`config.mk`:
```
export PLATFORM = sky130hd
export DESIGN_NAME = quaternion_rotation_update
export DESIGN_NICKNAME = d
export VERILOG_FILES = /design/src/hw/rtl/qru_pkg.sv /design/src/hw/rtl/quaternion_rotation_update.sv
export SDC_FILE = /design/constraint.sdc
export NUM_CORES = 2
export LEC_CHECK = 0
export BUFFER_PORTS_ARGS = -buffer_cell sky130_fd_sc_hd__buf_4
export CAP_MARGIN = 20
export CORE_MARGIN = 5
export CORE_UTILIZATION = 60
export CTS_CLUSTER_SIZE = 24
export DETAILED_ROUTE_END_ITERATION = 7
export PLACE_DENSITY = 0.76
export RECOVER_POWER = 25
export SLEW_MARGIN = 20
export SYNTH_ARGS = -nofsm -noshare
export SYNTH_HDL_FRONTEND = slang
export SYNTH_SLANG_ARGS = --single-unit
```
`constraint.sdc`:
```
create_clock -name clk -period 15.2 [get_ports clk]
set_input_delay 1.52 -clock clk [delete_from_list [all_inputs] [get_ports clk]]
set_output_delay 1.52 -clock clk [all_outputs]
set_load 0.02 [all_outputs]
```
`src/hw/rtl/qru_pkg.sv`:
```
package qru_pkg;

  localparam int WORD_W        = 18;
  localparam int FRAC_BITS_DEF = 16;
  localparam int CFG_IDX_W     = 8;
  localparam int SAT_IN_W      = 40;

  localparam logic [CFG_IDX_W-1:0] CFG_INIT_W = 8'd0;
  localparam logic [CFG_IDX_W-1:0] CFG_INIT_X = 8'd1;
  localparam logic [CFG_IDX_W-1:0] CFG_INIT_Y = 8'd2;
  localparam logic [CFG_IDX_W-1:0] CFG_INIT_Z = 8'd3;

  localparam logic signed [WORD_W-1:0] WORD_MAX = 18'sd131071;
  localparam logic signed [WORD_W-1:0] WORD_MIN = -18'sd131072;

  typedef logic signed [WORD_W-1:0] word_t;

  typedef enum logic [2:0] {
    ST_IDLE,
    ST_SQ,
    ST_SQRT,
    ST_DIV_LD,
    ST_DIV,
    ST_PROD,
    ST_FIN
  } state_t;

  // Hamilton product r*p: term k of component c uses r[k] and p[c^k]
  function automatic logic hp_neg(input logic [1:0] c, input logic [1:0] k);
    logic n;
    n = 1'b0;
    unique case (c)
      2'd0: n = (k != 2'd0);
      2'd1: n = (k == 2'd3);
      2'd2: n = (k == 2'd1);
      2'd3: n = (k == 2'd2);
      default: n = 1'b0;
    endcase
    return n;
  endfunction

  function automatic word_t sat_word(input logic signed [SAT_IN_W-1:0] v);
    word_t r;
    if (v > SAT_IN_W'(WORD_MAX)) r = WORD_MAX;
    else if (v < SAT_IN_W'(WORD_MIN)) r = WORD_MIN;
    else r = v[WORD_W-1:0];
    return r;
  endfunction

endpackage

```
`src/hw/rtl/quaternion_rotation_update.sv`:
```
// Handles one request at a time. An apply request is normalized twice: squaring
//   passes, a bit-serial square root and the one-bit-per-cycle divider, run first on
//   the matrix quaternion and then on its Hamilton product with the pose. Load
//   requests and a radicand that is not positive go straight to the result; a zero
//   norm ends after its square root.
// Reset (rst, synchronous, active high): pose and init_w = one, others zero,
//   no output pending.
module quaternion_rotation_update
  import qru_pkg::*;
#(
  parameter int FRAC_BITS = FRAC_BITS_DEF
) (
  input  logic                 clk,
  input  logic                 rst,
  // input request
  input  logic                 in_valid,
  output logic                 in_stall,
  input  logic                 action,
  input  logic signed [17:0]   m00,
  input  logic signed [17:0]   m01,
  input  logic signed [17:0]   m02,
  input  logic signed [17:0]   m10,
  input  logic signed [17:0]   m11,
  input  logic signed [17:0]   m12,
  input  logic signed [17:0]   m20,
  input  logic signed [17:0]   m21,
  input  logic signed [17:0]   m22,
  // result request
  output logic                 out_valid,
  input  logic                 out_stall,
  output logic signed [17:0]   pose_w,
  output logic signed [17:0]   pose_x,
  output logic signed [17:0]   pose_y,
  output logic signed [17:0]   pose_z,
  output logic                 degenerate,
  // register writes
  input  logic                 cfg_valid,
  output logic                 cfg_ready,
  input  logic [CFG_IDX_W-1:0] cfg_index,
  input  logic signed [17:0]   cfg_data
);

  // RW: vectors under normalization (radicand, differences, rounded product)
  localparam int RW  = ((FRAC_BITS > 20) ? FRAC_BITS : 20) + 2;
  localparam int NW  = RW + 1;            // norm width
  localparam int SSW = 2 * NW;            // sum of squares
  localparam int QW  = FRAC_BITS + 1;     // quotient never exceeds one
  localparam int AW  = RW + FRAC_BITS + 1; // rounded dividend
  localparam int PW  = 2 * RW + 2;        // product accumulator
  localparam int ITW = $clog2((NW > QW) ? NW : QW);
  localparam int OW  = FRAC_BITS + 2;     // normalized component

  localparam word_t ONE_SAT = (FRAC_BITS >= 17) ? WORD_MAX : WORD_W'(1 << FRAC_BITS);

  state_t state, state_next;

  word_t init_q [4];
  word_t pose_q [4];

  logic signed [RW-1:0] vec [4];  // vector being normalized
  logic signed [OW-1:0] rq  [4];  // normalized result
  logic [SSW-1:0]       ss;       // sum of squares, then sqrt remainder
  logic [SSW-1:0]       sq_res;
  logic [SSW-1:0]       sq_bit;
  logic [NW-1:0]        nrm;
  logic [NW:0]          rem;
  logic [QW-1:0]        dvd;
  logic [QW-1:0]        quo;
  logic                 dneg;
  logic signed [PW-1:0] acc;
  logic [1:0]           cnt_c;
  logic [2:0]           cnt_k;
  logic [ITW-1:0]       it;
  logic                 phase;    // 0: matrix quaternion, 1: product
  logic                 fin_load;
  logic                 fin_deg;

  logic in_acc, fin_go;
  assign in_acc = in_valid && !in_stall;
  assign fin_go = (state == ST_FIN) && !(out_valid && out_stall);

  // ---- matrix to scaled quaternion (Shepperd branch select) ----
  logic signed [RW-1:0] e00, e01, e02, e10, e11, e12, e20, e21, e22;
  logic signed [RW-1:0] tr, rad, one_r;
  logic signed [RW-1:0] qin [4];
  assign e00 = RW'(m00);
  assign e01 = RW'(m01);
  assign e02 = RW'(m02);
  assign e10 = RW'(m10);
  assign e11 = RW'(m11);
  assign e12 = RW'(m12);
  assign e20 = RW'(m20);
  assign e21 = RW'(m21);
  assign e22 = RW'(m22);
  assign one_r = RW'(1) <<< FRAC_BITS;
  assign tr = e00 + e11 + e22;

  always_comb begin
    priority if (tr > 0) begin
      rad = tr + one_r;
      qin[0] = rad;       qin[1] = e21 - e12; qin[2] = e02 - e20; qin[3] = e10 - e01;
    end else if (e00 > e11 && e00 > e22) begin
      rad = one_r + e00 - e11 - e22;
      qin[0] = e21 - e12; qin[1] = rad;       qin[2] = e01 + e10; qin[3] = e02 + e20;
    end else if (e11 > e22) begin
      rad = one_r + e11 - e00 - e22;
      qin[0] = e02 - e20; qin[1] = e01 + e10; qin[2] = rad;       qin[3] = e12 + e21;
    end else begin
      rad = one_r + e22 - e00 - e11;
      qin[0] = e10 - e01; qin[1] = e02 + e20; qin[2] = e12 + e21; qin[3] = rad;
    end
  end

  // ---- shared multiplier ----
  logic signed [RW-1:0]   mul_a, mul_b;
  logic signed [2*RW-1:0] prod;
  always_comb begin
    mul_a = vec[cnt_c];
    mul_b = vec[cnt_c];
    if (state == ST_PROD) begin
      mul_a = RW'(rq[cnt_k[1:0]]);
      mul_b = RW'(pose_q[cnt_c ^ cnt_k[1:0]]);
    end
  end
  assign prod = mul_a * mul_b;

  // ---- sqrt step ----
  logic [SSW-1:0] sq_try, sq_res_next, ss_sqrt_next;
  logic           sq_ge;
  assign sq_try       = sq_res + sq_bit;
  assign sq_ge        = ss >= sq_try;
  assign sq_res_next  = sq_ge ? (sq_res >> 1) + sq_bit : (sq_res >> 1);
  assign ss_sqrt_next = sq_ge ? ss - sq_try : ss;

  // ---- divide step ----
  logic [NW:0]          rem_sh, rem_next;
  logic                 dv_ge;
  logic [QW-1:0]        quo_next;
  logic signed [OW-1:0] dq;
  assign rem_sh   = {rem[NW-1:0], dvd[QW-1]};
  assign dv_ge    = rem_sh >= {1'b0, nrm};
  assign rem_next = dv_ge ? rem_sh - {1'b0, nrm} : rem_sh;
  assign quo_next = {quo[QW-2:0], dv_ge};
  assign dq       = dneg ? -$signed(OW'(quo_next)) : $signed(OW'(quo_next));

  // dividend |v| * one + n/2
  logic [RW-1:0] absv;
  logic [AW-1:0] dnum;
  assign absv = vec[cnt_c][RW-1] ? RW'(-vec[cnt_c]) : RW'(vec[cnt_c]);
  assign dnum = (AW'(absv) << FRAC_BITS) + AW'(nrm >> 1);

  // ---- product rounding back to FRAC_BITS ----
  logic signed [PW-1:0] acc_term;
  logic [PW-1:0]        acc_mag, acc_rnd;
  logic signed [RW-1:0] t_rnd;
  assign acc_term = hp_neg(cnt_c, cnt_k[1:0]) ? acc - PW'(prod) : acc + PW'(prod);
  assign acc_mag  = acc[PW-1] ? PW'(-acc) : PW'(acc);
  assign acc_rnd  = (acc_mag + (PW'(1) << (FRAC_BITS - 1))) >> FRAC_BITS;
  assign t_rnd    = acc[PW-1] ? -$signed(RW'(acc_rnd)) : $signed(RW'(acc_rnd));

  // ---- sequencer ----
  always_comb begin
    state_next = state;
    unique case (state)
      ST_IDLE: begin
        if (in_acc) begin
          if (action || rad <= 0) state_next = ST_FIN;
          else state_next = ST_SQ;
        end
      end
      ST_SQ:   if (cnt_c == 2'd3) state_next = ST_SQRT;
      ST_SQRT: begin
        if (it == ITW'(NW - 1)) begin
          state_next = (sq_res_next == '0) ? ST_FIN : ST_DIV_LD;
        end
      end
      ST_DIV_LD: state_next = ST_DIV;
      ST_DIV: begin
        if (it == ITW'(QW - 1)) begin
          if (cnt_c != 2'd3) state_next = ST_DIV_LD;
          else state_next = phase ? ST_FIN : ST_PROD;
        end
      end
      ST_PROD: if (cnt_k == 3'd4 && cnt_c == 2'd3) state_next = ST_SQ;
      ST_FIN:  if (fin_go) state_next = ST_IDLE;
      default: state_next = ST_IDLE;
    endcase
  end

  always_comb begin
    in_stall  = (state != ST_IDLE);
    cfg_ready = 1'b1;
  end

  // control state, pose, registers, output request
  word_t newp [4];
  always_comb begin
    for (int i = 0; i < 4; i++) newp[i] = sat_word(SAT_IN_W'(rq[i]));
  end

  always_ff @(posedge clk) begin
    if (rst) begin
      state     <= ST_IDLE;
      out_valid <= 1'b0;
      init_q[0] <= ONE_SAT;
      init_q[1] <= '0;
      init_q[2] <= '0;
      init_q[3] <= '0;
      pose_q[0] <= ONE_SAT;
      pose_q[1] <= '0;
      pose_q[2] <= '0;
      pose_q[3] <= '0;
    end else begin
      state <= state_next;
      if (fin_go) out_valid <= 1'b1;
      else if (out_valid && !out_stall) out_valid <= 1'b0;
      if (fin_go) begin
        if (fin_load) begin
          for (int i = 0; i < 4; i++) pose_q[i] <= init_q[i];
        end else if (!fin_deg) begin
          for (int i = 0; i < 4; i++) pose_q[i] <= newp[i];
        end
      end
      if (cfg_valid && cfg_ready) begin
        unique case (cfg_index)
          CFG_INIT_W: init_q[0] <= cfg_data;
          CFG_INIT_X: init_q[1] <= cfg_data;
          CFG_INIT_Y: init_q[2] <= cfg_data;
          CFG_INIT_Z: init_q[3] <= cfg_data;
          default: ;
        endcase
      end
    end
  end

  // result fields
  always_ff @(posedge clk) begin
    if (fin_go) begin
      degenerate <= fin_deg;
      priority if (fin_load) begin
        pose_w <= init_q[0]; pose_x <= init_q[1]; pose_y <= init_q[2]; pose_z <= init_q[3];
      end else if (fin_deg) begin
        pose_w <= pose_q[0]; pose_x <= pose_q[1]; pose_y <= pose_q[2]; pose_z <= pose_q[3];
      end else begin
        pose_w <= newp[0];   pose_x <= newp[1];   pose_y <= newp[2];   pose_z <= newp[3];
      end
    end
  end

  // datapath
  always_ff @(posedge clk) begin
    unique case (state)
      ST_IDLE: begin
        fin_load <= action;
        fin_deg  <= !action;  // only reached FIN directly when rad <= 0
        phase    <= 1'b0;
        cnt_c    <= '0;
        ss       <= '0;
        for (int i = 0; i < 4; i++) vec[i] <= qin[i];
      end
      ST_SQ: begin
        ss     <= ss + SSW'(unsigned'(prod));
        cnt_c  <= cnt_c + 2'd1;
        sq_res <= '0;
        sq_bit <= SSW'(1) << (SSW - 2);
        it     <= '0;
      end
      ST_SQRT: begin
        ss     <= ss_sqrt_next;
        sq_res <= sq_res_next;
        sq_bit <= sq_bit >> 2;
        it     <= it + ITW'(1);
        nrm    <= sq_res_next[NW-1:0];
        cnt_c  <= '0;
        fin_deg <= 1'b1;  // zero norm exits straight to FIN
      end
      ST_DIV_LD: begin
        rem  <= (NW + 1)'(dnum[AW-1:QW]);
        dvd  <= dnum[QW-1:0];
        quo  <= '0;
        dneg <= vec[cnt_c][RW-1];
        it   <= '0;
      end
      ST_DIV: begin
        rem <= rem_next;
        dvd <= dvd << 1;
        quo <= quo_next;
        it  <= it + ITW'(1);
        fin_deg <= 1'b0;
        if (it == ITW'(QW - 1)) begin
          rq[cnt_c] <= dq;
          cnt_c     <= cnt_c + 2'd1;
          cnt_k     <= '0;
          acc       <= '0;
        end
      end
      ST_PROD: begin
        if (cnt_k == 3'd4) begin
          vec[cnt_c] <= t_rnd;
          acc        <= '0;
          cnt_k      <= '0;
          cnt_c      <= cnt_c + 2'd1;
          if (cnt_c == 2'd3) begin
            phase <= 1'b1;
            ss    <= '0;
          end
        end else begin
          acc   <= acc_term;
          cnt_k <= cnt_k + 3'd1;
        end
      end
      ST_FIN: ;
      default: ;
    endcase
  end

`ifndef SYNTH
  a_div_rem_below_norm: assert property (@(posedge clk) disable iff (rst)
    (state == ST_DIV) |-> (rem < {1'b0, nrm}))
    else $error("divider remainder not below norm");

  a_div_norm_nonzero: assert property (@(posedge clk) disable iff (rst)
    (state == ST_DIV_LD) |-> (nrm != '0))
    else $error("division started with zero norm");

  a_deg_keeps_pose: assert property (@(posedge clk) disable iff (rst)
    (fin_go && fin_deg && !fin_load) |=>
      (pose_q[0] == $past(pose_q[0]) && pose_q[1] == $past(pose_q[1]) &&
       pose_q[2] == $past(pose_q[2]) && pose_q[3] == $past(pose_q[3])))
    else $error("degenerate request changed the pose");

  a_out_hold: assert property (@(posedge clk) disable iff (rst)
    (out_valid && out_stall) |=> (out_valid && $stable(pose_w) && $stable(degenerate)))
    else $error("stalled result changed");
`endif

endmodule

```
==> metrics.txt <==
outcome finished with violations; violated checks max-capacitance violations, max-slew violations; Seq cells post-synth 639; clock sinks 639; worst clock skew 0.0405 ns; first-pass GRT wire length 381,000 um; Pre-antenna DRT Iters 6; Rows 130; CP Class flop to flop; slew margin rel. -188%; setup TNS 0 ns; Vias/cell 6.38; synthesized area per cell 9.12 sq um; worst r2r src state[2]; Root Buffer clkbuf_16; Setup crit end kind flop; sequential area share after synthesis 25.3%; DP HPWL 197,000 um; vias in the first global route 63,300; reg2reg setup slack 1.32 ns; total track usage 37.4%; cell taking the most area after synthesis edfxtp_1; share of layout cells above drive strength 1 6.71%; R2R depth 39; core area 0.125 sq mm; Final ANT Viol Nets 0; top cell type's share of synthesized area 25.1%; synth cell count leaders inv_1 (854), nand2_1 (819), nor2_1 (706), ha_1 (700), edfxtp_1 (631); Max Slew Vio Count 334; clock period minus worst slack 13.88 ns; Most common cell on crit path fa_1; Startpoint Class flop; final hold violations 0; top_reg_cell synth edfxtp_1; CTS Hold Buffers Added 0; Critical Path AT 14.33 ns; Worst R2R End acc[41]; CTS resizes 0; most common cell in the netlist inv_1; Hold Startpoint dvd[5]; worst setup margin 1.32 ns; RSZ-0062 raised after global routing no; Slew @ Worst Pin 4.31 ns; largest delay contributor family on the critical path adder cells; final global-route overflow total 0; chip height 365 um; footprint of the multi-input gates 0.0521 sq mm; vias 64,300; # H-tree levels 3; final net count 9,846; largest net degree at the start of global routing 97; Post-Place Setup Slack 1.48 ns; Die Area 0.133 sq mm; Min Hold Slack 0.528 ns; EDFF count, synth 631; Cell Area, Synth 0.0756 sq mm; post-synthesis cell count 8,290; Worst-path clk slew 0.06 ns; WL/cell 24.9 um; Ports 270; fmax 0.0720 GHz; CP peak stage delay 1.03 ns; Post-synth ARST share 0%; setup violators final 0; DR iter-0 viols 7,778; gpl congestion 1.00; Cell variety after synth 97; Filler Cells Inserted 10,400; CTS tree yes; Total Wirelength 251,000 um; Clock Latency Late Sink 0.70 ns; WHS Path Cells 2; hold endpoint dvd[6]; yosys warns 0; FF/Latch Area 0.0191 sq mm; Hold WC Path Type flop to flop; Bufs and invs on worst path 5; DRC Markers 0; Placed Area 0.0791 sq mm; Synthesized Nets 9,773; initial antenna violation count 2; total setup buffers inserted after CTS 0; Max stage delay cell, worst path dfxtp_1; Tcrit/Tclk final 91.3%; number of CTS-inserted buffers 73; CP required 15.64 ns; design area 0.0812 sq mm; starting density of the core 60.3%; Crit Path Max Fanout 32; DIE WIDTH 365 um; Port Buf Inserts 268; ranking of synthesized cells by area edfxtp_1 (25%), fa_1 (16%), ha_1 (12%); Area Overhead vs Synth 7.47%; Max Cap Viol 10; Clock Path Buffers 3
-- stage by stage --
stage	util (%)	cells
finish	64.8	10100
global route	64.8	10100
CTS	64.9	10100
detailed placement	63.1	9938
global placement	63.1	9938
floorplan	-	8290
-- layout make-up --
cell class	count	area share, %
well taps	1650	2.54
diodes	2	0.00616
repair buffers	355	2.97
clock inverters	36	0.547
multi-input cells	6439	64.1
clock buffers	91	2.33
inverters	855	3.95
flip-flops and latches	639	23.5
-- worst register-to-register path, delay by kind of cell, from the launching register on --
family,cells,cell delay (ns)
simple gates,13,4.16
compound gates,9,2.04
fa+ha+maj,9,4.50
flops,1,1.03
xor+xnor,3,0.87
buf+inv,5,1.05
-- kinds of logic after synthesis --
kind of cell,synth area share (%)
flops,25.3
simple gates,15.0
compound gates,16.6
xor+xnor,6.64
buf+inv,6.04
fa+ha+maj,27.2
other cells,0.00496
mux,3.22
-- placed cells by master, fill, tap and decap left out, types with 287 or more instances in the layout --
cell type	Yosys	routed
a21oi_1	519	519
buf_4	1	287
edfxtp_1	631	631
fa_1	589	589
ha_1	700	700
inv_1	854	852
nand2_1	819	813
nor2_1	706	703
o21ai_0	464	460
xnor2_1	340	338
-- metal layers --
layer	global-route usage (%)	routed length [um]	up-vias
li1	-	-	29000
met1	51.0	100000	31200
met2	59.2	112000	3491
met3	8.20	27700	554
met4	13.5	10800	2
met5	0	12	-
-- registers in the layout, summed over array words and instances (netlist names), 46 cells and up, named ones only --
name and cells:
acc 46, init_q 72, pose_q 72, rq 72, sq_res 46, ss 46
vec 88
-- how the worst max path moves through the flow --
stage               startpoint  endpoint  cells after the start
floorplan             cnt_c[0]   acc[41]                     44
global placement      cnt_c[0]   acc[41]                     40
detailed placement    cnt_c[0]   acc[41]                     40
CTS                   cnt_c[0]   acc[41]                     40
global route          state[2]   acc[45]                     38
finish                state[2]   acc[41]                     39
Power is not shown: default switching activity piles up to over one toggle a cycle in this logic, so the estimate is an artifact.
